### src/sv/lpfd_pkg.sv
// ----------------------------------------------------------------------------
// lpfd_pkg
// Types and constants shared by the length-prefixed frame deframer.
// ----------------------------------------------------------------------------
package lpfd_pkg;

	localparam int unsigned BYTE_W = 8;
	localparam int unsigned LEN_W  = 16;
	localparam int unsigned KIND_W = 2;

	localparam logic [LEN_W-1:0] MAX_LEN_RESET = 16'd1024;

	localparam logic [KIND_W-1:0] KIND_PAYLOAD  = 2'd0;
	localparam logic [KIND_W-1:0] KIND_EMPTY    = 2'd1;
	localparam logic [KIND_W-1:0] KIND_OVERSIZE = 2'd2;

	typedef struct packed {
		logic [BYTE_W-1:0] data_byte;
		logic              chunk_last;
	} in_item_t;

	typedef struct packed {
		logic [KIND_W-1:0] kind;
		logic [BYTE_W-1:0] payload_byte;
		logic              frame_last;
	} out_item_t;

endpackage

### src/sv/length_prefixed_frame_deframer.sv
// ----------------------------------------------------------------------------
// length_prefixed_frame_deframer
// Reassembles frames with a 2-byte big-endian length prefix from a byte
// stream and passes the payload bytes out, with a result for each empty or oversize frame, one result per byte at most.
// ----------------------------------------------------------------------------
// The block takes one byte per clock cycle while the skid slot is not full,
// and gives at most one result per byte. A byte passes through the input register
// and then the result register, with a single-entry skid slot behind the
// result register so that a stalled output does not stall the input until the
// skid slot fills. All header, payload and discard logic is one short update
// between those registers. There is no clearing pass after reset.
module length_prefixed_frame_deframer
	import lpfd_pkg::*;
(
	input  logic                 clk,
	input  logic                 arst_n,
	// received byte channel
	input  logic                 in_valid,
	output logic                 in_stall,
	input  in_item_t             in_data,
	// result channel
	output logic                 out_valid,
	input  logic                 out_stall,
	output out_item_t            out_data,
	// max_frame_len write channel
	input  logic                 cfg_valid,
	output logic                 cfg_ready,
	input  logic [LEN_W-1:0]     cfg_data
);

	localparam logic [1:0] PH_LEN_HIGH = 2'd0;
	localparam logic [1:0] PH_LEN_LOW  = 2'd1;
	localparam logic [1:0] PH_PAYLOAD  = 2'd2;
	localparam logic [1:0] PH_DISCARD  = 2'd3;

	logic [LEN_W-1:0]  max_len_q;
	logic [1:0]        phase_q;
	logic [BYTE_W-1:0] len_high_q;
	logic [LEN_W-1:0]  bytes_left_q;

	logic              valid_s1;
	in_item_t          item_s1;

	logic              res_vld_q;
	out_item_t         res_q;
	logic              skid_vld_q;
	out_item_t         skid_q;

	logic              in_xfer;
	logic              s1_go;
	logic              res_free;
	logic              gen;
	out_item_t         new_res;
	logic [1:0]        phase_d;
	logic [BYTE_W-1:0] len_high_d;
	logic [LEN_W-1:0]  bytes_left_d;
	logic [LEN_W-1:0]  hdr_len;

	assign cfg_ready = 1'b1;
	assign in_stall  = valid_s1 && skid_vld_q;
	assign in_xfer   = in_valid && !in_stall;
	assign s1_go     = valid_s1 && !skid_vld_q;
	assign res_free  = !res_vld_q || !out_stall;
	assign out_valid = res_vld_q;
	assign out_data  = res_q;
	assign hdr_len   = {len_high_q, item_s1.data_byte};

	always_comb begin
		phase_d      = phase_q;
		len_high_d   = len_high_q;
		bytes_left_d = bytes_left_q;
		gen          = 1'b0;
		new_res      = '0;
		case (phase_q)
			PH_LEN_LOW: begin
				if (hdr_len == '0) begin
					phase_d            = PH_LEN_HIGH;
					gen                = 1'b1;
					new_res.kind       = KIND_EMPTY;
					new_res.frame_last = 1'b1;
				end else if (hdr_len > max_len_q) begin
					phase_d      = PH_DISCARD;
					bytes_left_d = '0;
					gen          = 1'b1;
					new_res.kind = KIND_OVERSIZE;
				end else begin
					phase_d      = PH_PAYLOAD;
					bytes_left_d = hdr_len;
				end
			end
			PH_PAYLOAD: begin
				bytes_left_d         = bytes_left_q - LEN_W'(1);
				gen                  = 1'b1;
				new_res.kind         = KIND_PAYLOAD;
				new_res.payload_byte = item_s1.data_byte;
				if (bytes_left_q == LEN_W'(1)) begin
					phase_d            = PH_LEN_HIGH;
					new_res.frame_last = 1'b1;
				end
			end
			PH_DISCARD: begin
				// drop bytes through the end of the chunk
				if (item_s1.chunk_last) begin
					phase_d = PH_LEN_HIGH;
				end
			end
			default: begin
				len_high_d = item_s1.data_byte;
				phase_d    = PH_LEN_LOW;
			end
		endcase
	end

	always_ff @(posedge clk or negedge arst_n) begin
		if (!arst_n) begin
			max_len_q <= MAX_LEN_RESET;
		end else if (cfg_valid && cfg_ready) begin
			max_len_q <= cfg_data;
		end
	end

	always_ff @(posedge clk or negedge arst_n) begin
		if (!arst_n) begin
			phase_q      <= PH_LEN_HIGH;
			len_high_q   <= '0;
			bytes_left_q <= '0;
		end else if (s1_go) begin
			phase_q      <= phase_d;
			len_high_q   <= len_high_d;
			bytes_left_q <= bytes_left_d;
		end
	end

	always_ff @(posedge clk or negedge arst_n) begin
		if (!arst_n) begin
			valid_s1 <= 1'b0;
		end else if (in_xfer) begin
			valid_s1 <= 1'b1;
		end else if (s1_go) begin
			valid_s1 <= 1'b0;
		end
	end

	always_ff @(posedge clk) begin
		if (in_xfer) begin
			item_s1 <= in_data;
		end
	end

	// result register with skid slot; the skid entry is always the newer one
	always_ff @(posedge clk or negedge arst_n) begin
		if (!arst_n) begin
			res_vld_q  <= 1'b0;
			skid_vld_q <= 1'b0;
		end else if (res_free) begin
			if (skid_vld_q) begin
				res_vld_q  <= 1'b1;
				skid_vld_q <= 1'b0;
			end else begin
				res_vld_q  <= s1_go && gen;
			end
		end else if (s1_go && gen) begin
			skid_vld_q <= 1'b1;
		end
	end

	always_ff @(posedge clk) begin
		if (res_free) begin
			if (skid_vld_q) begin
				res_q <= skid_q;
			end else begin
				res_q <= new_res;
			end
		end else if (s1_go && gen) begin
			skid_q <= new_res;
		end
	end

	skid_needs_res: assert property (@(posedge clk) disable iff (!arst_n)
		skid_vld_q |-> res_vld_q)
		else $error("skid slot holds a result while the result register is empty");

	oversize_clean: assert property (@(posedge clk) disable iff (!arst_n)
		(out_valid && out_data.kind == KIND_OVERSIZE) |->
		(!out_data.frame_last && out_data.payload_byte == '0))
		else $error("oversize result carries payload or last mark");

	payload_count: assert property (@(posedge clk) disable iff (!arst_n)
		(phase_q == PH_PAYLOAD) |-> (bytes_left_q != '0))
		else $error("payload phase with no bytes left");

	empty_restarts: assert property (@(posedge clk) disable iff (!arst_n)
		(s1_go && phase_q == PH_LEN_LOW && hdr_len == '0) |=>
		(phase_q == PH_LEN_HIGH))
		else $error("empty frame did not return to header phase");

endmodule

### config.mk
export PLATFORM = sky130hd
export DESIGN_NAME = length_prefixed_frame_deframer
export DESIGN_NICKNAME = d
export VERILOG_FILES = /design/src/sv/lpfd_pkg.sv /design/src/sv/length_prefixed_frame_deframer.sv
export SDC_FILE = /design/constraint.sdc
export NUM_CORES = 1
export LEC_CHECK = 0
export BUFFER_PORTS_ARGS = -buffer_cell sky130_fd_sc_hd__buf_2
export CAP_MARGIN = 20
export CORE_MARGIN = 1.5
export CORE_UTILIZATION = 45
export CTS_BUF_LIST = sky130_fd_sc_hd__clkbuf_8 sky130_fd_sc_hd__clkbuf_16
export CTS_CLUSTER_DIAMETER = 80
export CTS_CLUSTER_SIZE = 8
export DETAILED_ROUTE_END_ITERATION = 8
export RECOVER_POWER = 100
export SETUP_SLACK_MARGIN = 0.2
export SYNTH_ARGS = -nofsm -noshare
export SYNTH_HDL_FRONTEND = slang
export SYNTH_SLANG_ARGS = --single-unit
### constraint.sdc
create_clock -name clk -period 5.36 [get_ports clk]
set_input_delay 0.268 -clock clk [delete_from_list [all_inputs] [get_ports clk]]
set_output_delay 0.268 -clock clk [all_outputs]
set_load 0.01 [all_outputs]
==> results.md, run 1 <==
Worst setup path:
- By instance count, the cell type seen most on the critical path is inv_1.
- The type of element launching the critical path is a register.
- The worst-path cell with the longest stage delay is clkbuf_1.
- The endpoint required time on the critical path is 5.65 ns.
- Counting cells, the worst reg-to-reg path comes to 9.
- The reg-to-reg critical path startpoint is phase_q[0].
- For this run, the slowest stage of the critical path takes 0.74 ns.
- The slack of the worst reg-to-reg path is about 1.8 ns.
- The type of destination of the critical path is a register.
- The timing endpoint of the critical path is bytes_left_q[13].
- Data arrives at the worst endpoint at about 4 ns.
- The largest fanout on the critical path is 23.
- Walking the worst path, the cells encountered are inv_1 > ha_1 > clkbuf_1 > inv_1 > a21oi_1 > a21boi_4 > nand2_1 > nor4_1 > a211o_1.
- In this run the critical register-to-register path is captured at bytes_left_q[13].
- Tracing the worst setup path back leads to its startpoint at phase_q[0].
- The critical path in this run is classified as register to register.

Global route:
- Summed over all layers, the global routing overflow is 0.
- The maximum number of pins on one net before global-route repair is between 40 and 50.
- The first global-routing pass estimated approximately 14000 um of wire.
- The number of global-route vias before repair is 2619.
- The initial antenna violation count was 0.
- The total track usage is 20.9%.

Drt:
- Before antenna repair, the detailed router went through 4 iterations.
- The count of vias placed by the detailed router is roughly 2700.
- The post-detailed-route wirelength per cell is 16.8 um.
- The count of nets left with antenna violations after detail routing is 0.
- The detailed router's first-iteration violation count is approximately 220.
- The post-route DRC violation count is 0.
- The detailed-route vias per instance is roughly 5.6.
- Wires add up to between 8000 and 9000 um.

Pwr:
- The power density over cell area is 459 nW/um^2.
- The leakage power of the design is roughly 1.8 nW.
- The worst vdd rail ir drop is ~0.21 mV.

Yosys:
- The Yosys step of the flow raised 0 warnings.
- The sequential-to-total area share from yosys stat is a little under three fifths.
- After synthesis, the netlist uses 45 different library cells.
- In this run the cell area of the synthesized design comes to approximately 3700 um^2.
- The number of nets produced by synthesis is around 390.
- The synthesized design contains 76 register bits.
- The average instance in the mapped netlist occupies roughly 11 um^2.
- Synthesis produced between 300 and 400 cells.

Job:
- The number of violations of the max-capacitance limit is 1.

Cells and area:
- The share of layout cells above drive strength 1 is about 16%.
- The area added between synthesis and finish is 13.1%.
- The number of antenna diodes in the final layout is 0.
- The area used by multi-input combinational logic is 1500 um^2.
- The final net count is roughly 430.
- Counting the fill cells in the layout gives between 700 and 800.
- Once layout is complete, the utilization of the core stands at between 50% and 60%.
- Summing all flip-flop and latch instances after layout gives a little over 2000 um^2.
- With fillers left out, the area of the finished cells amounts to between 4000 and 5000 um^2.

Timing:
- The headroom to the max-slew limit is -47.3%.
- Setup total negative slack on the finished layout was measured at 0 ns.
- Setup repair after global routing left no endpoint under its margin.
- The number of hold-slack violations in the final timing report is 0.
- The worst path needs around 3.6 ns of the cycle, external delays included.
- The final clock skew is 0.0112 ns.
- Across all setup checks in the final design, the least slack found is ~1.8 ns.
- The portion of the clock cycle consumed by the worst path in the final layout is 67.2%.
- The slew of the pin with the lowest slew margin is 2.21 ns.
- Hold is met by 0.0902 ns.
- The number of setup violations in the final report is 0.
- The total count of max-transition violations in the final report is approximately 40.
- Derived from the worst setup path, the maximum achievable clock frequency is roughly 280 MHz.

CTS:
- No sink is reached through more buffers than the 2 on the longest clock path.
- The number of H-tree levels is 3.
- The tree built by TritonCTS fans out to between 70 and 80 sinks.
- The source-to-sink clock delay at the later pin of the worst-skew pair is around 0.35 ns.
- The tree is rooted in a clkbuf_8.
- TritonCTS built the clock tree.
- The count of cells resized by post-cts repair is 0.
- The clock transition at the registers of the reported paths is ~0.08 ns.
- The number of CTS-inserted buffers is 9.

Status:
- The final reports fail on max-capacitance violations, max-slew violations.
- The flow ran to the end, but the final reports show violations.

Floorplanning:
- Row generation in the floorplan step produced 32 rows.
- For this design the top-level I/O count stands at 44.
- In this run the horizontal extent of the chip is 93.8 um.
- The initial utilization of the core area, before any placement, comes to between 40% and 50%.
- The die covers around 9000 um^2.
- The die is between 90 and 100 um tall.
- The core region area is 7850 um^2.

Hold path:
- The tightest min-delay check is of the input port to register type.

Placed design:
- The pre-CTS worst setup slack is about 2.3 ns.
- Routability-driven placement finished with a final weighted congestion of around 0.88.
- The wire-length estimate of the detail-placed layout is between 5000 and 6000 um.
- The number of port buffers is 42.
- Once placement finished, the instance area stood at ~4000 um^2.
[where the power goes]
part	internal [mW]	leakage, nW	total, mW	switching (mW)
clock network	0.219	0.102	0.445	0.227
logic	0.256	0.850	0.604	0.348
registers	0.747	0.882	0.879	0.131
[sequential cells by signal (all words and copies together) (netlist names)]
signal	flops
bytes_left_q	16
hdr_len	8
item_s1	1
len_high_q	8
max_len_q	16
out_data	11
out_valid	1
phase_q	2
skid_q	11
skid_vld_q	1
valid_s1	1
[synthesized netlist by cell type, drive strengths merged]
cell,count,area [um^2]
nand2,46,173
dfrtp,44,1100
edfxtp,31,931
o21ai,28,140
inv,27,101
ha,22,275
mux2,16,180
nor4,16,100
a221o,14,140
nor2,13,48.8
and2,10,62.6
clkbuf,8,30.0
nor3,8,40.0
a21oi,7,35.0
a21boi,6,56.3
nand3,4,20.0
a211o,3,26.3
buf,3,17.5
nand4,3,18.8
o31ai,3,22.5
a21o,2,15.0
nand2b,2,12.5
nor3b,2,20.0
or4,2,18.8
a22oi,1,7.51
a31oi,1,6.26
a32oi,1,8.76
a41o,1,10.0
and4,1,8.76
conb,1,3.75
dfstp,1,26.3
nor2b,1,6.26
o211ai,1,7.51
o21bai,1,7.51
o32ai,1,8.76
o41ai,1,8.76
or2,1,6.26
or4b,1,10.0
[how the worst min path moves through the flow]
stage,startpoint,to,depth (start not counted)
2_1_floorplan,arst_n,bytes_left_q[0],0
3_3_place_gp,in_data[0],item_s1[0],1
3_5_place_dp,in_data[1],hdr_len[0],1
4_1_cts,in_data[1],hdr_len[0],1
5_1_grt,in_data[4],hdr_len[3],1
6_report,in_data[1],hdr_len[0],1
[area by class of cell]
| cell class | count | area share, % |
|---|---|---|
| inverter | 27 | 2.41 |
| sequential | 76 | 49.0 |
| timing repair buffer | 46 | 5.07 |
| tap | 102 | 3.04 |
| clock inverter | 7 | 1.76 |
| multi-input combinational | 220 | 35.7 |
| clock buffer | 9 | 2.95 |
[placed cells by master (no fill, tap or decap), drive strengths merged, types with 4 or more instances in the layout]
cell / synthesis / routed
nor4: 16 / 16
a21oi: 7 / 7
a21boi: 6 / 6
edfxtp: 31 / 31
nand2: 46 / 46
and2: 10 / 10
nand3: 4 / 4
a221o: 14 / 14
mux2: 16 / 16
o21ai: 28 / 28
clkbuf: 8 / 27
nor2: 13 / 13
nor3: 8 / 8
dfrtp: 44 / 44
buf: 3 / 27
inv: 27 / 30
ha: 22 / 22
[repair_timing]
action / CTS / global route
hold buffers: 0 / 1
setup endpoints to repair: 0 / 0
hold endpoints to repair: 0 / 5
buffers inserted: 0 / 0
[per-stage QoR]
| stage | instances | total power [mW] |
|---|---|---|
| CTS | 484 | 1.94 |
| detailed placement | 468 | 1.50 |
| global placement | 468 | 1.49 |
| floorplan | 334 | 1.30 |
| global route | 487 | 2.06 |
| finish | 487 | 1.93 |
[critical path, delay by kind of cell (launching register included)]
kind	cells	cell delay (ns)
AND/OR/NAND/NOR	2	0.76
AO/OA/AOI/OAI	3	0.91
flip-flops	1	0.41
adder cells (fa/ha/maj)	1	0.16
buffers and inverters	3	1.28
[per-layer routing]
metal	share of wire [%]	wire length [um]	GRT usage, %
met1	47	3840	29.9
met2	47	3820	31.9
met3	4.8	392	3.40
met4	1.6	133	7.84
met5	0	0	0
[logic make-up (layout without fill, tap and decap cells)]
| logic type | after synthesis | in the layout | share of synthesized area (%) |
|---|---|---|---|
| compound gates | 71 | 71 | 13.5 |
| fa+ha+maj | 22 | 22 | 7.41 |
| buf+inv | 38 | 89 | 4.01 |
| flops | 76 | 76 | 55.4 |
| mux | 16 | 16 | 4.85 |
| other cells | 1 | 1 | 0.101 |
| simple gates | 110 | 110 | 14.7 |
Note: power is estimated with default switching activity, not from simulation.
==> inputs of run 2 (changes only) <==
==> constraint.sdc (replaced) <==
create_clock -name clk -period 3.57 [get_ports clk]
set_input_delay 0.1785 -clock clk [delete_from_list [all_inputs] [get_ports clk]]
set_output_delay 0.1785 -clock clk [all_outputs]
set_load 0.01 [all_outputs]
==> results.md, run 2 (same netlist as run 1, synthesis figures left out) <==
Placed design:
- Detailed placement ended at an HPWL of between 5000 and 6000 um.
- The number of cells after detailed placement is approximately 470.
- In this run the tool buffered the top-level ports with 42 buffer cells.
- The placer's final routability congestion estimate is 0.854.
- The post-detailed-placement cell area is 4040 um^2.

Worst setup path:
- The endpoint required time on the critical path is ~3.8 ns.
- The critical path arrival is 3.16 ns.
- The sum of buffers and inverters on the critical path is 1.
- The critical path goes through ha_1 > nand4_1 > nor4_1 > o21ai_0 > a32oi_1 > nor2_1 > clkbuf_1 > a221o_1.
- The largest fanout on the critical path is 16.
- The type of destination of the critical path is a register.
- Counting cells, the worst reg-to-reg path comes to 8.
- The top cell family by delay on the critical path is compound AO/OA/AOI/OAI gates.
- The worst register-to-register path begins at len_high_q[7].
- The endpoint identified for the worst register-to-register timing path is bytes_left_q[5].
- The critical setup path kind is register to register.
- In this run the register-to-register setup slack is around 0.64 ns.
- The type of element launching the critical path is a register.
- The delay of the slowest critical-path stage is roughly 0.45 ns.
- The worst-path cell with the longest stage delay is a221o_1.

Pwr:
- The power density over cell area is 687 nW/um^2.
- The combinational share of power is between 30% and 40%.
- The switching power is about 1.1 mW.
- The clock network fraction of total power is about a quarter.
- The worst vdd rail ir drop is 0.257 mV.
- The proportion of total power due to net switching is 35.7%.
- The design internal power is between 1.5 and 2 mW.
- In this run the static leakage power is 1.89 nW.
- In this run, flip-flops and latches consume about 44% of the power.

Status:
- The run finished, with violations left.
- The checks that failed: max-capacitance violations, max-slew violations.

Global route:
- The total track usage is about a fifth.
- The total overflow left after global routing is 0.
- Entering global routing, the biggest net connects between 40 and 50 pins.
- The global-route wire length before repair is 13600 um.
- The initial antenna violation count was 0.
- The number of global-route vias before repair is around 2600.

Cells and area:
- The finished layout holds ~500 standard cells, fillers aside.
- The share of layout cells above drive strength 1 is between 10% and 20%.
- The leading cell type in the layout, fill and taps excluded is nand2_1.
- In the layout the commonest cells are 46 x nand2_1, 44 x dfrtp_1, 31 x edfxtp_1.
- The area added between synthesis and finish is 16.6%.
- The final net count is ~440.
- The post-layout utilization of the core is a little under three fifths.
- The final cell area excluding filler cells is 4330 um^2.
- The largest registers in the layout are bytes_left_q x16, max_len_q x16.
- The number of antenna diodes in the final layout is 0.

Timing:
- The number of hold-slack violations in the final timing report was 0.
- The total count of max-transition violations in the final report is slightly above 40.
- Setup repair after global routing left no endpoint under its margin.
- The clock period could shrink to about 2.9 ns.
- The final clock skew is 0.00936 ns.
- The portion of the clock cycle consumed by the worst path in the final layout is 82.0%.
- At the pin with the least slew margin, the transition time is roughly 2.1 ns.
- The tightest hold margin is roughly 0.025 ns.
- The headroom to the max-slew limit is -43.1%.
- The number of setup violations in the final report is 0.
- After routing, the total negative slack on setup checks comes to 0 ns.
- Timing would allow up to roughly 340 MHz.

Drt:
- The detailed router's first-iteration violation count is roughly 240.
- The detailed-route vias per instance is 5.54.
- The post-detailed-route wirelength per cell is between 15 and 20 um.
- After detailed routing, the number of remaining DRC violations is 0.
- The count of nets left with antenna violations once routing finished came out at 0.
- The total wire length is 8330 um.
- The count of vias placed by the detailed router is between 2000 and 3000.
- The number of detailed-routing iterations run before antenna repair is 4.

Floorplanning:
- Row generation in the floorplan step produced 32 rows.
- The vertical extent of the die is roughly 94 um.
- The number of placed I/O pins is 44.
- After floorplanning, the core was sized to cover 7850 um^2.
- Measured along the x axis, the die boundary spans roughly 94 um.
- The die covers around 8800 um^2.
- Once the floorplan was initialized, standard cells occupied between 40% and 50% of the core.

CTS:
- After clock tree synthesis, the clock-pin slew on the worst setup and hold paths is 0.08 ns.
- The maximum number of buffers from clock root to sink is 2.
- The quantity of hold-fixing buffers added after cts is 5.
- The root buffer cell chosen for the clock tree is clkbuf_8.
- For this design, the sink count on the clock tree is 76.
- TritonCTS created 9 clock buffers.
- The later pin in the worst-skew pair is clocked with a latency of 0.35 ns.
- After clock tree synthesis, the setup repair step added 0 buffers.
- The number of H-tree levels is 3.
- The count of cells resized by post-cts repair is 0.
- The TritonCTS clock tree is built.

Hold path:
- In this run the most critical hold path is launched from cfg_data[7].
- The worst hold path was traced through 3 stages.
- The worst hold path belongs to the class input port to register.
- The path with the worst hold slack has its endpoint at max_len_q[7].

Job:
- The number of violations of the max-capacitance limit is 1.
-- run 2: how the worst max path moves through the flow --
stage	from	end	slack, ns	depth (start not counted)
6_report	len_high_q[7]	bytes_left_q[5]	0.64	8
5_1_grt	len_high_q[7]	bytes_left_q[6]	0.35	8
4_1_cts	len_high_q[7]	skid_q[10]	0.87	8
3_5_place_dp	hdr_len[6]	skid_q[6]	0.94	8
3_3_place_gp	len_high_q[7]	skid_q[3]	1.03	8
2_1_floorplan	hdr_len[7]	skid_q[0]	0.92	7
-- run 2: metal layers --
metal	vias up	global-route usage [%]	wire length (um)
met5	-	0	0
met1	1330	28.7	3880
met2	81	31.9	3900
li1	1340	-	-
met3	12	5.50	401
met4	0	5.97	144
-- run 2: area by class of cell --
type / count / area [um^2]
clock buffer: 9 / 124
clock inverter: 7 / 98.8
fill: 704 / 3520
inverter: 27 / 101
multi-input combinational: 220 / 1500
sequential: 76 / 2060
tap: 102 / 128
timing repair buffer: 58 / 323
-- run 2: through the flow --
stage                     worst slack [ns]  power (mW)
after floorplan                      0.916        1.95
after global placement                1.03        2.26
after CTS                            0.868        3.01
final                                0.644        2.97
after global routing                 0.355        3.17
after detailed placement             0.945        2.26
-- run 2: power by group through the flow --
stage | Sequential, mW | Clock (mW) | Combinational [mW]
3_3_place_gp | 1.32 | 0 | 0.933
5_1_grt | 1.34 | 0.786 | 1.04
4_1_cts | 1.31 | 0.750 | 0.945
3_5_place_dp | 1.33 | 0 | 0.933
6_report | 1.31 | 0.742 | 0.921
2_1_floorplan | 1.29 | 0 | 0.668
-- run 2: worst reg2reg max path: cells and delay by family (launching register included) --
family / cells / cell delay [ns]
AOI/OAI and AO/OA: 3 / 1.01
adders and majority gates: 1 / 0.33
buffers and inverters: 1 / 0.33
DFF: 1 / 0.42
and+or+nand+nor: 3 / 0.70
==> inputs of run 3 (changes only) <==
--- a/config.mk
+++ b/config.mk
@@ -13,6 +13,7 @@
 export CTS_CLUSTER_DIAMETER = 80
 export CTS_CLUSTER_SIZE = 8
 export DETAILED_ROUTE_END_ITERATION = 8
+export PLACE_DENSITY = 0.67
 export RECOVER_POWER = 100
 export SETUP_SLACK_MARGIN = 0.2
 export SYNTH_ARGS = -nofsm -noshare
==> constraint.sdc (replaced) <==
create_clock -name clk -period 2.4 [get_ports clk]
set_input_delay 0.12 -clock clk [delete_from_list [all_inputs] [get_ports clk]]
set_output_delay 0.12 -clock clk [all_outputs]
set_load 0.01 [all_outputs]
==> results.md, run 3 (same netlist as run 1, synthesis figures left out) <==
Cells and area:
- The area added between synthesis and finish is 32.1%.
- The number of antenna diodes is 0.
- The top cell types in the final layout, fill and taps aside, are 44 x nand2_1, 44 x dfrtp_1, 31 x edfxtp_1.
- Fill cells in the final layout number roughly 650.
- In the final layout, the registers with the most flip-flops are bytes_left_q x16, max_len_q x16.
- The post-layout utilization of the core is between 60% and 70%.
- The share of layout cells above drive strength 1 is between 20% and 30%.
- After the flow finishes, the layout carries non-filler instances totaling 546.
- The final net count is 491.

Drt:
- The met1 wire length is a little under 4000 um.
- The detailed-route vias per instance is roughly 5.4.
- The total wire length is around 8700 um.
- The detailed router finished its first iteration with around 170 violations.
- The length of routed met2 wiring is approximately 4300 um.
- After detailed routing, the average wire length per cell comes to 15.9 um.
- The number of detailed-routing iterations run before antenna repair is 4.
- The count of vias placed by the detailed router is 2924.
- The highest routing layer actually used is met4.
- The post-route DRC violation count is 0.
- The met3 wire length is about 360 um.
- The count of nets left with antenna violations after detail routing is 0.

CTS:
- The number of H-tree levels is 3.
- The maximum number of buffers from clock root to sink is 2.
- TritonCTS built the clock tree.
- CTS placed an instance of clkbuf_8 at the clock tree root.
- Clock latency on the worst-skew pair, taken at its later pin, is 0.36 ns.
- The total clock sinks is between 70 and 80.
- The clock transition at the registers of the reported paths is ~0.080 ns.
- The number of CTS-inserted buffers is 9.

Worst setup path:
- The delay of the slowest critical-path stage is 0.60 ns.
- The worst register-to-register path has a setup slack of -0.06 ns.
- The critical path arrival is ~2.5 ns.
- The top cell family by delay on the critical path is simple AND/OR/NAND/NOR gates.
- In this run the worst path has a maximum fanout of 10.
- STA classifies the critical path startpoint as a register.
- The setup path with the least slack is of type register to register.
- The critical path goes through ha_4 > nand4_1 > or4_4 > a32oi_2 > o211ai_1 > nor2_4 > buf_12.
- In this run the critical register-to-register path is launched from len_high_q[6].
- STA puts the critical path data required time at roughly 2.5 ns.
- STA classifies the critical path endpoint as a register.
- The slowest stage of the critical path is the or4_4 cell.
- The critical path startpoint is len_high_q[6].
- The sum of buffers and inverters on the critical path is 1.

Pwr:
- In this run the static leakage power is 2.14 nW.
- Power spread over the standard cell area amounts to 988 nW/um^2.
- Across the VDD grid, the largest voltage drop is approximately 0.41 mV.
- The clock network fraction of total power is 22.0%.
- The switching power is between 1.5 and 2 mW.
- The combinational share of power is between 30 and 40%.
- Sequential cells account for 39.2% of the total power.
- Cell internal power was estimated by the tool at around 3.2 mW.
- Total power for the finished layout comes to 4.85 mW.
- The proportion of total power due to net switching is 34.9%.

Global route:
- The global-route wire length before repair is 14300 um.
- After global routing the overflow that remains totals 0.
- The number of global-route vias before repair was roughly 3000.
- In the global route stage, overall resource usage came out at about a fifth.
- The maximum number of pins on one net before global-route repair is 35.
- The initial antenna violation count is 0.

Floorplanning:
- 44 I/O pins were placed.
- The vertical extent of the die is between 90 and 100 um.
- The area enclosed by the die boundary is between 8000 and 9000 um^2.
- The initial core utilization is a little under half.
- In this run the horizontal extent of the chip is around 94 um.
- The core region is just under 8000 um^2.
- The floorplan has 32 rows.

Job:
- Max-cap violations in this run came to 0.

Timing:
- Hold is met by around 0.22 ns.
- Setup repair after global routing could not meet its margin everywhere.
- Derived from the worst setup path, the maximum achievable clock frequency is approximately 410 MHz.
- Setup violations remaining at the end of the flow were counted as 21.
- The number of hold-slack violations in the final timing report was 0.
- In this run the tightest slew margin relative to its limit is 42.7%.
- The slew of the pin with the lowest slew margin is 0.860 ns.
- In the finished design, the share of the clock period the worst path needs comes to 102%.
- For the finished layout, the period the worst path requires is 2.46 ns.
- The final worst-path setup slack is -0.0562 ns.
- Between clock sinks in the finished design, the worst skew comes to roughly 0.0088 ns.
- The total count of max-transition violations in the final report was 0.

Placed design:
- After detailed placement, the design holds a cell count of 500.
- The placer's final routability congestion estimate is 0.843.
- The number of port buffers is 42.
- Once detailed placement completed, the half-perimeter wirelength came to around 6000 um.

Hold path:
- The path class of the tightest hold or removal check is input port to register.
- In this run the most critical hold path is launched from cfg_valid.

Status:
- The flow ran to the end, but the final reports show violations.
- The checks that failed: negative setup slack.
## run 3: changes by cell type in the layout (fill, tap and decap cells not counted), moves of 3 or more
| cell | delta |
|---|---|
| buf_4 | +26 |
| clkbuf_1 | -3 |
| clkbuf_4 | +3 |
| dlygate4sd3_1 | +17 |
| ha_1 | -7 |
| ha_4 | +6 |
| inv_2 | +3 |
| o21ai_0 | -3 |
| o21ai_1 | +3 |
## run 3: path summary, 6_finish.rpt
check                                        end  depth (start not counted)
worst max-delay path                   skid_q[3]                          7
worst min-delay path                max_len_q[8]                          3
worst max register to register         skid_q[3]                          7
worst min register to register  bytes_left_q[11]                          1
max in group asynchronous        bytes_left_q[8]                          3
min in group asynchronous        bytes_left_q[3]                          2
## run 3: timing repair
action,in CTS,in global routing
endpoints found under the setup margin,31,33
gates resized for setup,15,8
hold buffers,27,0
pin swaps,8,2
hold endpoints to repair,37,0
setup buffers,3,0
## run 3: final cells by class
class | instances | area, um^2 | share of cell area (%)
Clock buffer | 11 | 163 | 3.32
Clock inverter | 5 | 56.3 | 1.15
Tap cell | 102 | 128 | 2.60
Inverter | 27 | 101 | 2.07
Sequential cell | 76 | 2060 | 42.0
Multi-Input combinational cell | 220 | 1640 | 33.5
Timing Repair Buffer | 105 | 756 | 15.4
## run 3: power by group through the flow
stage               sequential, mW  combinational, mW  clock [mW]
CTS                           1.89               1.86        1.08
global placement              1.89               1.66           0
detailed placement            1.90               1.70           0
floorplan                     1.91               1.00           0
finish                        1.90               1.88        1.07
global route                  1.94               2.07        1.13
## run 3: per-stage QoR
| stage | setup WS [ns] | instance area (um^2) | TNS, ns |
|---|---|---|---|
| floorplan | 0.0265 | 3740 | 0 |
| global placement | -0.0550 | 4300 | -0.615 |
| detailed placement | -0.149 | 4300 | -2.20 |
| CTS | -0.0329 | 4910 | -0.288 |
| global route | -0.151 | 4900 | -2.66 |
| finish | -0.0562 | 4900 | -0.670 |
## run 3: worst reg2reg max path, delay by kind of cell (launching register included)
kind	cells	cell delay [ns]
AO/OA/AOI/OAI	2	0.38
adder cells (fa/ha/maj)	1	0.29
buffers and inverters	1	0.15
flip-flops	1	0.42
AND/OR/NAND/NOR	3	0.95
## run 3: metal layers
metal | vias to the layer above | GRT usage [%]
li1 | 1427 | -
met1 | 1408 | 26.6
met2 | 69 | 35.6
met3 | 20 | 3.96
met4 | 0 | 10.6
met5 | - | 0
